`src/hdl/ascf_pkg.sv`:
```
// ascf_pkg: shared constants and types for the ASCII command frame parser.
// No dependencies.
package ascf_pkg;

	localparam int FIELD_W          = 7;
	localparam int MAX_FIELD_DIGITS = 2;

	typedef logic [1:0]         kind_t;
	typedef logic [FIELD_W-1:0] field_t;

	localparam kind_t KIND_PARAMS  = 2'd0;
	localparam kind_t KIND_PAYLOAD = 2'd1;
	localparam kind_t KIND_ERROR   = 2'd2;

	localparam logic [7:0] SPACE_CHAR = 8'h20;
	localparam logic [7:0] DIGIT_ZERO = 8'h30;
	localparam logic [7:0] DIGIT_NINE = 8'h39;
	localparam logic [3:0] RADIX      = 4'd10;

	// a frame holds four spaces: after the command and after each field
	localparam logic [2:0] FIELD_SPACES = 3'd4;
	localparam field_t     FIELD_MAX    = 7'd127;

endpackage

```
`src/hdl/ascii_command_frame_parser.sv`:
```
// ascii_command_frame_parser: text command frame parser, one byte per beat.
// Latency: a result is registered at the edge that accepts the byte that causes it,
// and is offered from the next cycle on. Throughput: one byte per cycle while no held
// result blocks in_ready, set by the single state update that follows each accepted
// byte; the output register lets a new byte in while a result is being taken. Reset
// (arst_n, async, active low) puts the parser in idle, waiting for a command byte,
// with no result pending. Depends on ascf_pkg.
module ascii_command_frame_parser #(
	parameter int MAX_FIELD_DIGITS = ascf_pkg::MAX_FIELD_DIGITS
) (
	input  logic                 clk,
	input  logic                 arst_n,
	input  logic                 in_valid,
	output logic                 in_ready,
	input  logic [7:0]           rx_byte,
	output logic                 out_valid,
	input  logic                 out_ready,
	output ascf_pkg::kind_t      kind,
	output logic [7:0]           command,
	output ascf_pkg::field_t     sector,
	output ascf_pkg::field_t     offset,
	output ascf_pkg::field_t     count,
	output logic [7:0]           payload_byte,
	output logic                 last
);
	import ascf_pkg::*;

	// digit counter must reach MAX_FIELD_DIGITS itself
	localparam int DIGIT_W = $clog2(MAX_FIELD_DIGITS + 1);
	localparam logic [DIGIT_W-1:0] DIGIT_LIMIT = DIGIT_W'(MAX_FIELD_DIGITS);

	// ---------------------------------------------------------------
	// Parser state
	// ---------------------------------------------------------------
	logic               in_frame_q;
	logic [7:0]         command_q;
	logic [2:0]         spaces_q;      // spaces seen so far in the frame
	logic [DIGIT_W-1:0] digits_q;      // digits in the open field
	field_t             acc_q;         // value of the open field
	field_t             sector_q;
	field_t             offset_q;
	field_t             count_q;
	field_t             left_q;        // payload bytes still to come

	// next-state values
	logic               in_frame_d;
	logic [7:0]         command_d;
	logic [2:0]         spaces_d;
	logic [DIGIT_W-1:0] digits_d;
	field_t             acc_d;
	field_t             sector_d;
	field_t             offset_d;
	field_t             count_d;
	field_t             left_d;

	// result built for the accepted byte
	logic               res_fire;
	kind_t              res_kind;
	field_t             res_sector;
	field_t             res_offset;
	field_t             res_count;
	logic [7:0]         res_payload;
	logic               res_last;

	// ---------------------------------------------------------------
	// Result register
	// ---------------------------------------------------------------
	logic               out_valid_q;
	kind_t              kind_q;
	logic [7:0]         command_out_q;
	field_t             sector_out_q;
	field_t             offset_out_q;
	field_t             count_out_q;
	logic [7:0]         payload_q;
	logic               last_q;

	logic               in_fire;

	// Take a byte whenever the result slot is empty or being emptied.
	assign in_ready = !out_valid_q || out_ready;
	assign in_fire  = in_valid && in_ready;

	// Digit decode and decimal accumulate: acc*10 + d, saturating at 127.
	logic        is_space;
	logic        is_digit;
	logic [3:0]  digit_val;
	logic [10:0] acc_times_ten;
	logic [10:0] acc_sum;
	field_t      acc_next;
	field_t      left_dec;

	assign is_space      = (rx_byte == SPACE_CHAR);
	assign is_digit      = (rx_byte >= DIGIT_ZERO) && (rx_byte <= DIGIT_NINE);
	assign digit_val     = 4'(rx_byte - DIGIT_ZERO);
	assign acc_times_ten = {1'b0, acc_q, 3'b000} + {3'b000, acc_q, 1'b0};
	assign acc_sum       = acc_times_ten + {7'd0, digit_val};
	assign acc_next      = (acc_sum > {4'd0, FIELD_MAX}) ? FIELD_MAX : acc_sum[FIELD_W-1:0];
	assign left_dec      = (left_q != '0) ? (left_q - 7'd1) : left_q;

	always_comb begin
		in_frame_d  = in_frame_q;
		command_d   = command_q;
		spaces_d    = spaces_q;
		digits_d    = digits_q;
		acc_d       = acc_q;
		sector_d    = sector_q;
		offset_d    = offset_q;
		count_d     = count_q;
		left_d      = left_q;

		res_fire    = 1'b0;
		res_kind    = KIND_ERROR;
		res_sector  = '0;
		res_offset  = '0;
		res_count   = '0;
		res_payload = '0;
		res_last    = 1'b1;

		priority if (!in_frame_q) begin
			// any byte while idle opens a frame as its command letter
			command_d  = rx_byte;
			in_frame_d = 1'b1;
			spaces_d   = '0;
			digits_d   = '0;
			acc_d      = '0;
			left_d     = '0;
		end else if (spaces_q >= FIELD_SPACES) begin
			// payload pass-through
			left_d      = left_dec;
			res_fire    = 1'b1;
			res_kind    = KIND_PAYLOAD;
			res_sector  = sector_q;
			res_offset  = offset_q;
			res_count   = count_q;
			res_payload = rx_byte;
			res_last    = (left_dec == '0);
			if (left_dec == '0) begin
				in_frame_d = 1'b0;
				spaces_d   = '0;
			end
		end else if (spaces_q == 3'd0) begin
			// the byte after the command must be a space
			if (is_space) begin
				spaces_d = 3'd1;
			end else begin
				res_fire = 1'b1;
			end
		end else if (is_space) begin
			if (digits_q == '0) begin
				res_fire = 1'b1;   // empty field
			end else begin
				if (spaces_q == 3'd1) begin
					sector_d = acc_q;
				end else if (spaces_q == 3'd2) begin
					offset_d = acc_q;
				end else begin
					count_d = acc_q;
				end
				spaces_d = spaces_q + 3'd1;
				digits_d = '0;
				acc_d    = '0;
				if (spaces_q + 3'd1 >= FIELD_SPACES) begin
					// count field closed: report parameters
					res_fire   = 1'b1;
					res_kind   = KIND_PARAMS;
					res_sector = sector_q;
					res_offset = offset_q;
					res_count  = acc_q;
					res_last   = (acc_q == '0);
					if (acc_q == '0) begin
						in_frame_d = 1'b0;
						spaces_d   = '0;
					end else begin
						left_d = acc_q;
					end
				end
			end
		end else if (is_digit) begin
			if (digits_q >= DIGIT_LIMIT) begin
				res_fire = 1'b1;   // too many digits
			end else begin
				acc_d    = acc_next;
				digits_d = digits_q + 1'b1;
			end
		end else begin
			res_fire = 1'b1;       // stray character inside a field
		end

		// every error drops back to idle
		if (res_fire && res_kind == KIND_ERROR) begin
			in_frame_d = 1'b0;
			spaces_d   = '0;
			digits_d   = '0;
			acc_d      = '0;
			left_d     = '0;
		end
	end

	always_ff @(posedge clk or negedge arst_n) begin
		if (!arst_n) begin
			in_frame_q <= 1'b0;
			command_q  <= '0;
			spaces_q   <= '0;
			digits_q   <= '0;
			acc_q      <= '0;
			sector_q   <= '0;
			offset_q   <= '0;
			count_q    <= '0;
			left_q     <= '0;
		end else if (in_fire) begin
			in_frame_q <= in_frame_d;
			command_q  <= command_d;
			spaces_q   <= spaces_d;
			digits_q   <= digits_d;
			acc_q      <= acc_d;
			sector_q   <= sector_d;
			offset_q   <= offset_d;
			count_q    <= count_d;
			left_q     <= left_d;
		end
	end

	// result slot: loaded by a byte that yields a result, emptied on take
	always_ff @(posedge clk or negedge arst_n) begin
		if (!arst_n) begin
			out_valid_q <= 1'b0;
		end else if (in_fire) begin
			out_valid_q <= res_fire;
		end else if (out_ready) begin
			out_valid_q <= 1'b0;
		end
	end

	always_ff @(posedge clk) begin
		if (in_fire && res_fire) begin
			kind_q        <= res_kind;
			command_out_q <= command_q;
			sector_out_q  <= res_sector;
			offset_out_q  <= res_offset;
			count_out_q   <= res_count;
			payload_q     <= res_payload;
			last_q        <= res_last;
		end
	end

	assign out_valid    = out_valid_q;
	assign kind         = kind_q;
	assign command      = command_out_q;
	assign sector       = sector_out_q;
	assign offset       = offset_out_q;
	assign count        = count_out_q;
	assign payload_byte = payload_q;
	assign last         = last_q;

	// ---------------------------------------------------------------
	// Assertions
	// ---------------------------------------------------------------
	// in the payload phase there is always at least one byte left
	a_payload_left: assert property (@(posedge clk) disable iff (!arst_n)
		(in_frame_q && spaces_q >= FIELD_SPACES) |-> (left_q != '0))
		else $error("payload phase with no bytes left");

	// space count never passes the frame's four
	a_spaces_max: assert property (@(posedge clk) disable iff (!arst_n)
		spaces_q <= FIELD_SPACES)
		else $error("space count out of range");

	// an idle byte always opens a frame and yields no result
	a_idle_opens: assert property (@(posedge clk) disable iff (!arst_n)
		(in_fire && !in_frame_q) |=> (in_frame_q && !out_valid_q))
		else $error("command byte did not open a frame");

	// an error result is final and carries cleared fields
	a_error_form: assert property (@(posedge clk) disable iff (!arst_n)
		(out_valid_q && kind_q == KIND_ERROR) |->
		(last_q && sector_out_q == '0 && offset_out_q == '0 &&
		 count_out_q == '0 && payload_q == '0))
		else $error("malformed error result");

	// a parameters result is final exactly when the count is zero
	a_params_last: assert property (@(posedge clk) disable iff (!arst_n)
		(out_valid_q && kind_q == KIND_PARAMS) |-> (last_q == (count_out_q == '0)))
		else $error("parameters result last flag wrong");

endmodule

```
`config.mk`:
```
export PLATFORM = sky130hd
export DESIGN_NAME = ascii_command_frame_parser
export DESIGN_NICKNAME = d
export VERILOG_FILES = /design/src/hdl/ascf_pkg.sv /design/src/hdl/ascii_command_frame_parser.sv
export SDC_FILE = /design/constraint.sdc
export NUM_CORES = 1
export LEC_CHECK = 0
export BUFFER_PORTS_ARGS = -buffer_cell sky130_fd_sc_hd__clkbuf_2
export CAP_MARGIN = 20
export CORE_ASPECT_RATIO = 0.8
export CORE_MARGIN = 5
export CORE_UTILIZATION = 63
export DETAILED_ROUTE_END_ITERATION = 8
export PLACE_DENSITY = 0.85
export REMOVE_ABC_BUFFERS = 1
export SETUP_SLACK_MARGIN = 0.3
export SLEW_MARGIN = 20
export SYNTH_ARGS = -nofsm -noshare
export SYNTH_HDL_FRONTEND = slang
export SYNTH_SLANG_ARGS = --single-unit
```
`constraint.sdc`:
```
create_clock -name clk -period 6.86 [get_ports clk]
set_input_delay 1.372 -clock clk [delete_from_list [all_inputs] [get_ports clk]]
set_output_delay 1.372 -clock clk [all_outputs]
set_load 0.01 [all_outputs]
```
==> summary.md <==
| Metric | Value |
|---|---|
| Run status | `complete, no violations` |
| Area of the multi-input gates | `0.00199 mm^2` |
| Drt initial violations | `226` |
| Pleak | `0.00229 uW` |
| Crit path max-delay cell type | `o31ai_1` |
| Min-Delay Path Class | `flip-flop to flip-flop` |
| Post-CTS Setup Repair Bufs | `0` |
| Worst Setup Start Kind | `input pin` |
| Via density | `6.31` |
| Worst relative slew slack | `41.2%` |
| Placed cell area | `0.00491 mm^2` |
| Ys async rst share | `55.6%` |
| CTS tree | `yes` |
| # clock sinks | `90` |
| GP Congestion | `0.900` |
| Finished Layout Cells | `519` |
| Max frequency | `275 MHz` |
| Cell Rows | `27` |
| Area delta synth->final | `12.4%` |
| N_diodes | `0` |
| MaxCap Viol Count | `0` |
| Critical path required time | `7.12 ns` |
| Cts hold-fix bufs | `0` |
| Mapped Area | `0.00458 mm^2` |
| Final worst slack | `3.22 ns` |
| Max-slew violations | `0` |
| IO buf count | `53` |
| Via count | `3,276` |
| Fin crit share | `53.0%` |
| Non-Filler Cell Area, Final | `0.00515 mm^2` |
| Crit-path max FO | `7` |
| Cts repair resizes | `0` |
| Worst Skew | `0.00598 ns` |
| Setup violations, final | `0` |
| Synthesis-stage register bit count | `90` |
| Number of global-route vias before repair | `3,155` |
| Yosys top cell area share | `27.3%` |
| DRC | `0` |
| Peak supply drop | `135 uV` |
| Synth Flop Type | `dfrtp_1` |
| Io pins | `54` |
| Fill cells | `449` |
| Synth area leader | `dfrtp_1` |
| Post-placement cell count | `502` |
| Nets | `462` |
| Routed WL | `10,000 um` |
| Critical path capture point type | `flip-flop` |
| Total gr overflow | `0` |
| Clock slew at reported path FFs | `0.09 ns` |
| Ys Warns | `0` |
| CTS Buf Count | `9` |
| Depth of the CTS H-tree | `3` |
| EDFF count, synth | `40` |
| Setup_tns | `0 ns` |
| CTS Buffer Depth | `2` |
| Setup WS pre-CTS | `2.94 ns` |
| Clock root cell | `clkbuf_8` |
| Synth top area cells | `dfrtp_1 (27%), edfxtp_1 (26%), mux2_2 (6.1%)` |
| Synth Instances | `375` |
| Final Core Density | `73.6%` |
| Post-DP HPWL | `7060 um` |
| Antenna violations before repair | `0` |
| First-pass GRT wire length | `16,300 um` |
| Core box area | `0.00699 mm^2` |
| Most common cell on crit path | `inv_1` |
| Buffers & Inverters on Critical Path | `3` |
| Sequential Area | `0.00245 mm^2` |
| DR WL/cell | `19.3 um` |
| Largest net degree at the start of global routing | `51` |
| Initial Utilization | `65.5%` |
| Antenna Nets Post-Route | `0` |
| Clk Latency, worst-skew pair | `0.36 ns` |
| Chip Height | `86.3 um` |
| PD cells | `250 mW/mm^2` |
| Die X | `105 um` |
| RSZ-0062 raised after global routing | `no` |
| Crit-path cells | `clkbuf_2, inv_1, fa_1, inv_1, ha_1, a211o_1, nand2_1, o31ai_1, o21ai_0, a22o_1` |
| Die area | `0.00909 mm^2` |
| Share of cells above drive strength 1 | `27.5%` |
| Crit Path Class | `input pin to flip-flop` |
| Pre-antenna DRT Iters | `6` |
| Worst-Margin Slew | `0.876 ns` |
| Fin crit period | `3.64 ns` |
| Top Family by Delay on Critical Path | `compound AO/OA/AOI/OAI gates` |
| Total track usage | `22.7%` |
| Syn_area_per_cell | `12.2 um^2` |
| CP peak stage delay | `0.69 ns` |
| CP arrival | `3.90 ns` |
| Yosys cell types | `65` |
| Fin. Hold Viols | `0` |
| Seq/Total Area, Yosys | `53.5%` |
[logic make-up (layout without fill, tap and decap cells)]
family,Yosys count,after routing,synth area share (%)
flip-flops,90,90,53.5
AO/OA/AOI/OAI,81,81,14.0
adder cells (fa/ha/maj),23,23,6.61
AND/OR/NAND/NOR,110,110,14.1
buffers and inverters,36,93,3.30
multiplexers,31,31,7.65
XOR/XNOR,4,4,0.765
[stage by stage]
step,hold WS (ns),power [uW]
6_report,0.450,1290
5_1_grt,0.468,1340
4_1_cts,0.455,1290
3_5_place_dp,0.430,883
3_3_place_gp,0.426,874
2_1_floorplan,0.419,795
[cells in the mapped netlist (6+ instances only)]
cell type	count
a21oi_1	7
o211ai_1	8
inv_1	20
nand2b_1	7
o21ai_0	11
dfrtp_1	50
and3_1	8
edfxtp_1	40
o31ai_1	9
mux2_2	25
nand2_1	16
ha_1	21
nor4_1	7
and2_1	16
nor2_1	21
a22o_1	13
clkbuf_1	8
nor2b_1	6
[cells in the final DEF (no fill, tap or decap), types with 2 or more instances in the layout]
| cell | count |
|---|---|
| clkbuf_2 | 53 |
| dfrtp_1 | 50 |
| edfxtp_1 | 40 |
| mux2_2 | 25 |
| ha_1 | 21 |
| inv_1 | 20 |
| nor2_1 | 20 |
| nand2_1 | 16 |
| and2_1 | 16 |
| a22o_1 | 13 |
| o21ai_0 | 11 |
| o31ai_1 | 9 |
| clkbuf_8 | 9 |
| o211ai_1 | 8 |
| and3_1 | 8 |
| nor4_1 | 7 |
| nand2b_1 | 7 |
| a21oi_1 | 7 |
| nor2b_1 | 6 |
| nor3_1 | 5 |
| o21a_1 | 4 |
| mux2_1 | 3 |
| nor3_2 | 3 |
| nand3_1 | 3 |
| a22oi_1 | 3 |
| or2_2 | 3 |
| a211o_1 | 3 |
| or4_1 | 3 |
| o41ai_2 | 2 |
| o311ai_1 | 2 |
| xnor2_1 | 2 |
| mux2i_1 | 2 |
| a211oi_1 | 2 |
| or4_4 | 2 |
| xor2_1 | 2 |
| a31oi_1 | 2 |
| fa_1 | 2 |
| inv_6 | 2 |
| bufinv_16 | 2 |
| buf_4 | 2 |
[layout make-up]
| cell class | instances | area share [%] |
|---|---|---|
| flip-flops and latches | 90 | 47.6 |
| well taps | 87 | 2.11 |
| inverters | 21 | 1.53 |
| clock inverters | 6 | 1.87 |
| multi-input cells | 249 | 38.6 |
| repair buffers | 56 | 5.83 |
| clock buffers | 10 | 2.48 |
[metal layers]
metal	part of all wire (%)	GRT usage (%)
met1	44	31.5
met2	47	36.6
met3	7.6	4.69
met4	1.4	6.32
met5	0	0
[power by group]
group	switching [uW]	internal [uW]
clock	199	211
sequential	36.2	650
combinational	118	72.5
total	353	933
[registers in the layout, indices dropped and copies added (netlist names)]
register and count:
sector 7, out_valid 1, sector_q 7, digits_q 2, acc_q 7, command_q 8, kind 2, last 1
in_frame_q 1, left_q 7, offset_q 7, spaces_q 3, count_q 7, count 7, command 8, payload_byte 8
offset 7
[worst paths after layout]
kind	endpoint	from	slack, ns	cells past startpoint
setup / recovery	acc_q[1]$_DFFE_PN0P_	rx_byte[3]	3.22	10
min in group asynchronous	left_q[6]$_DFFE_PN0P_	arst_n	1.10	2
max in group asynchronous	command_q[3]$_DFFE_PN0P_	arst_n	5.31	2
setup reg to reg	acc_q[1]$_DFFE_PN0P_	acc_q[2]$_DFFE_PN0P_	3.79	9
hold reg to reg	command[6]$_DFFE_PP_	command_q[6]$_DFFE_PN0P_	0.45	0
hold / removal	command[6]$_DFFE_PP_	command_q[6]$_DFFE_PN0P_	0.45	0
No activity file was read; power rests on OpenSTA's default activity.
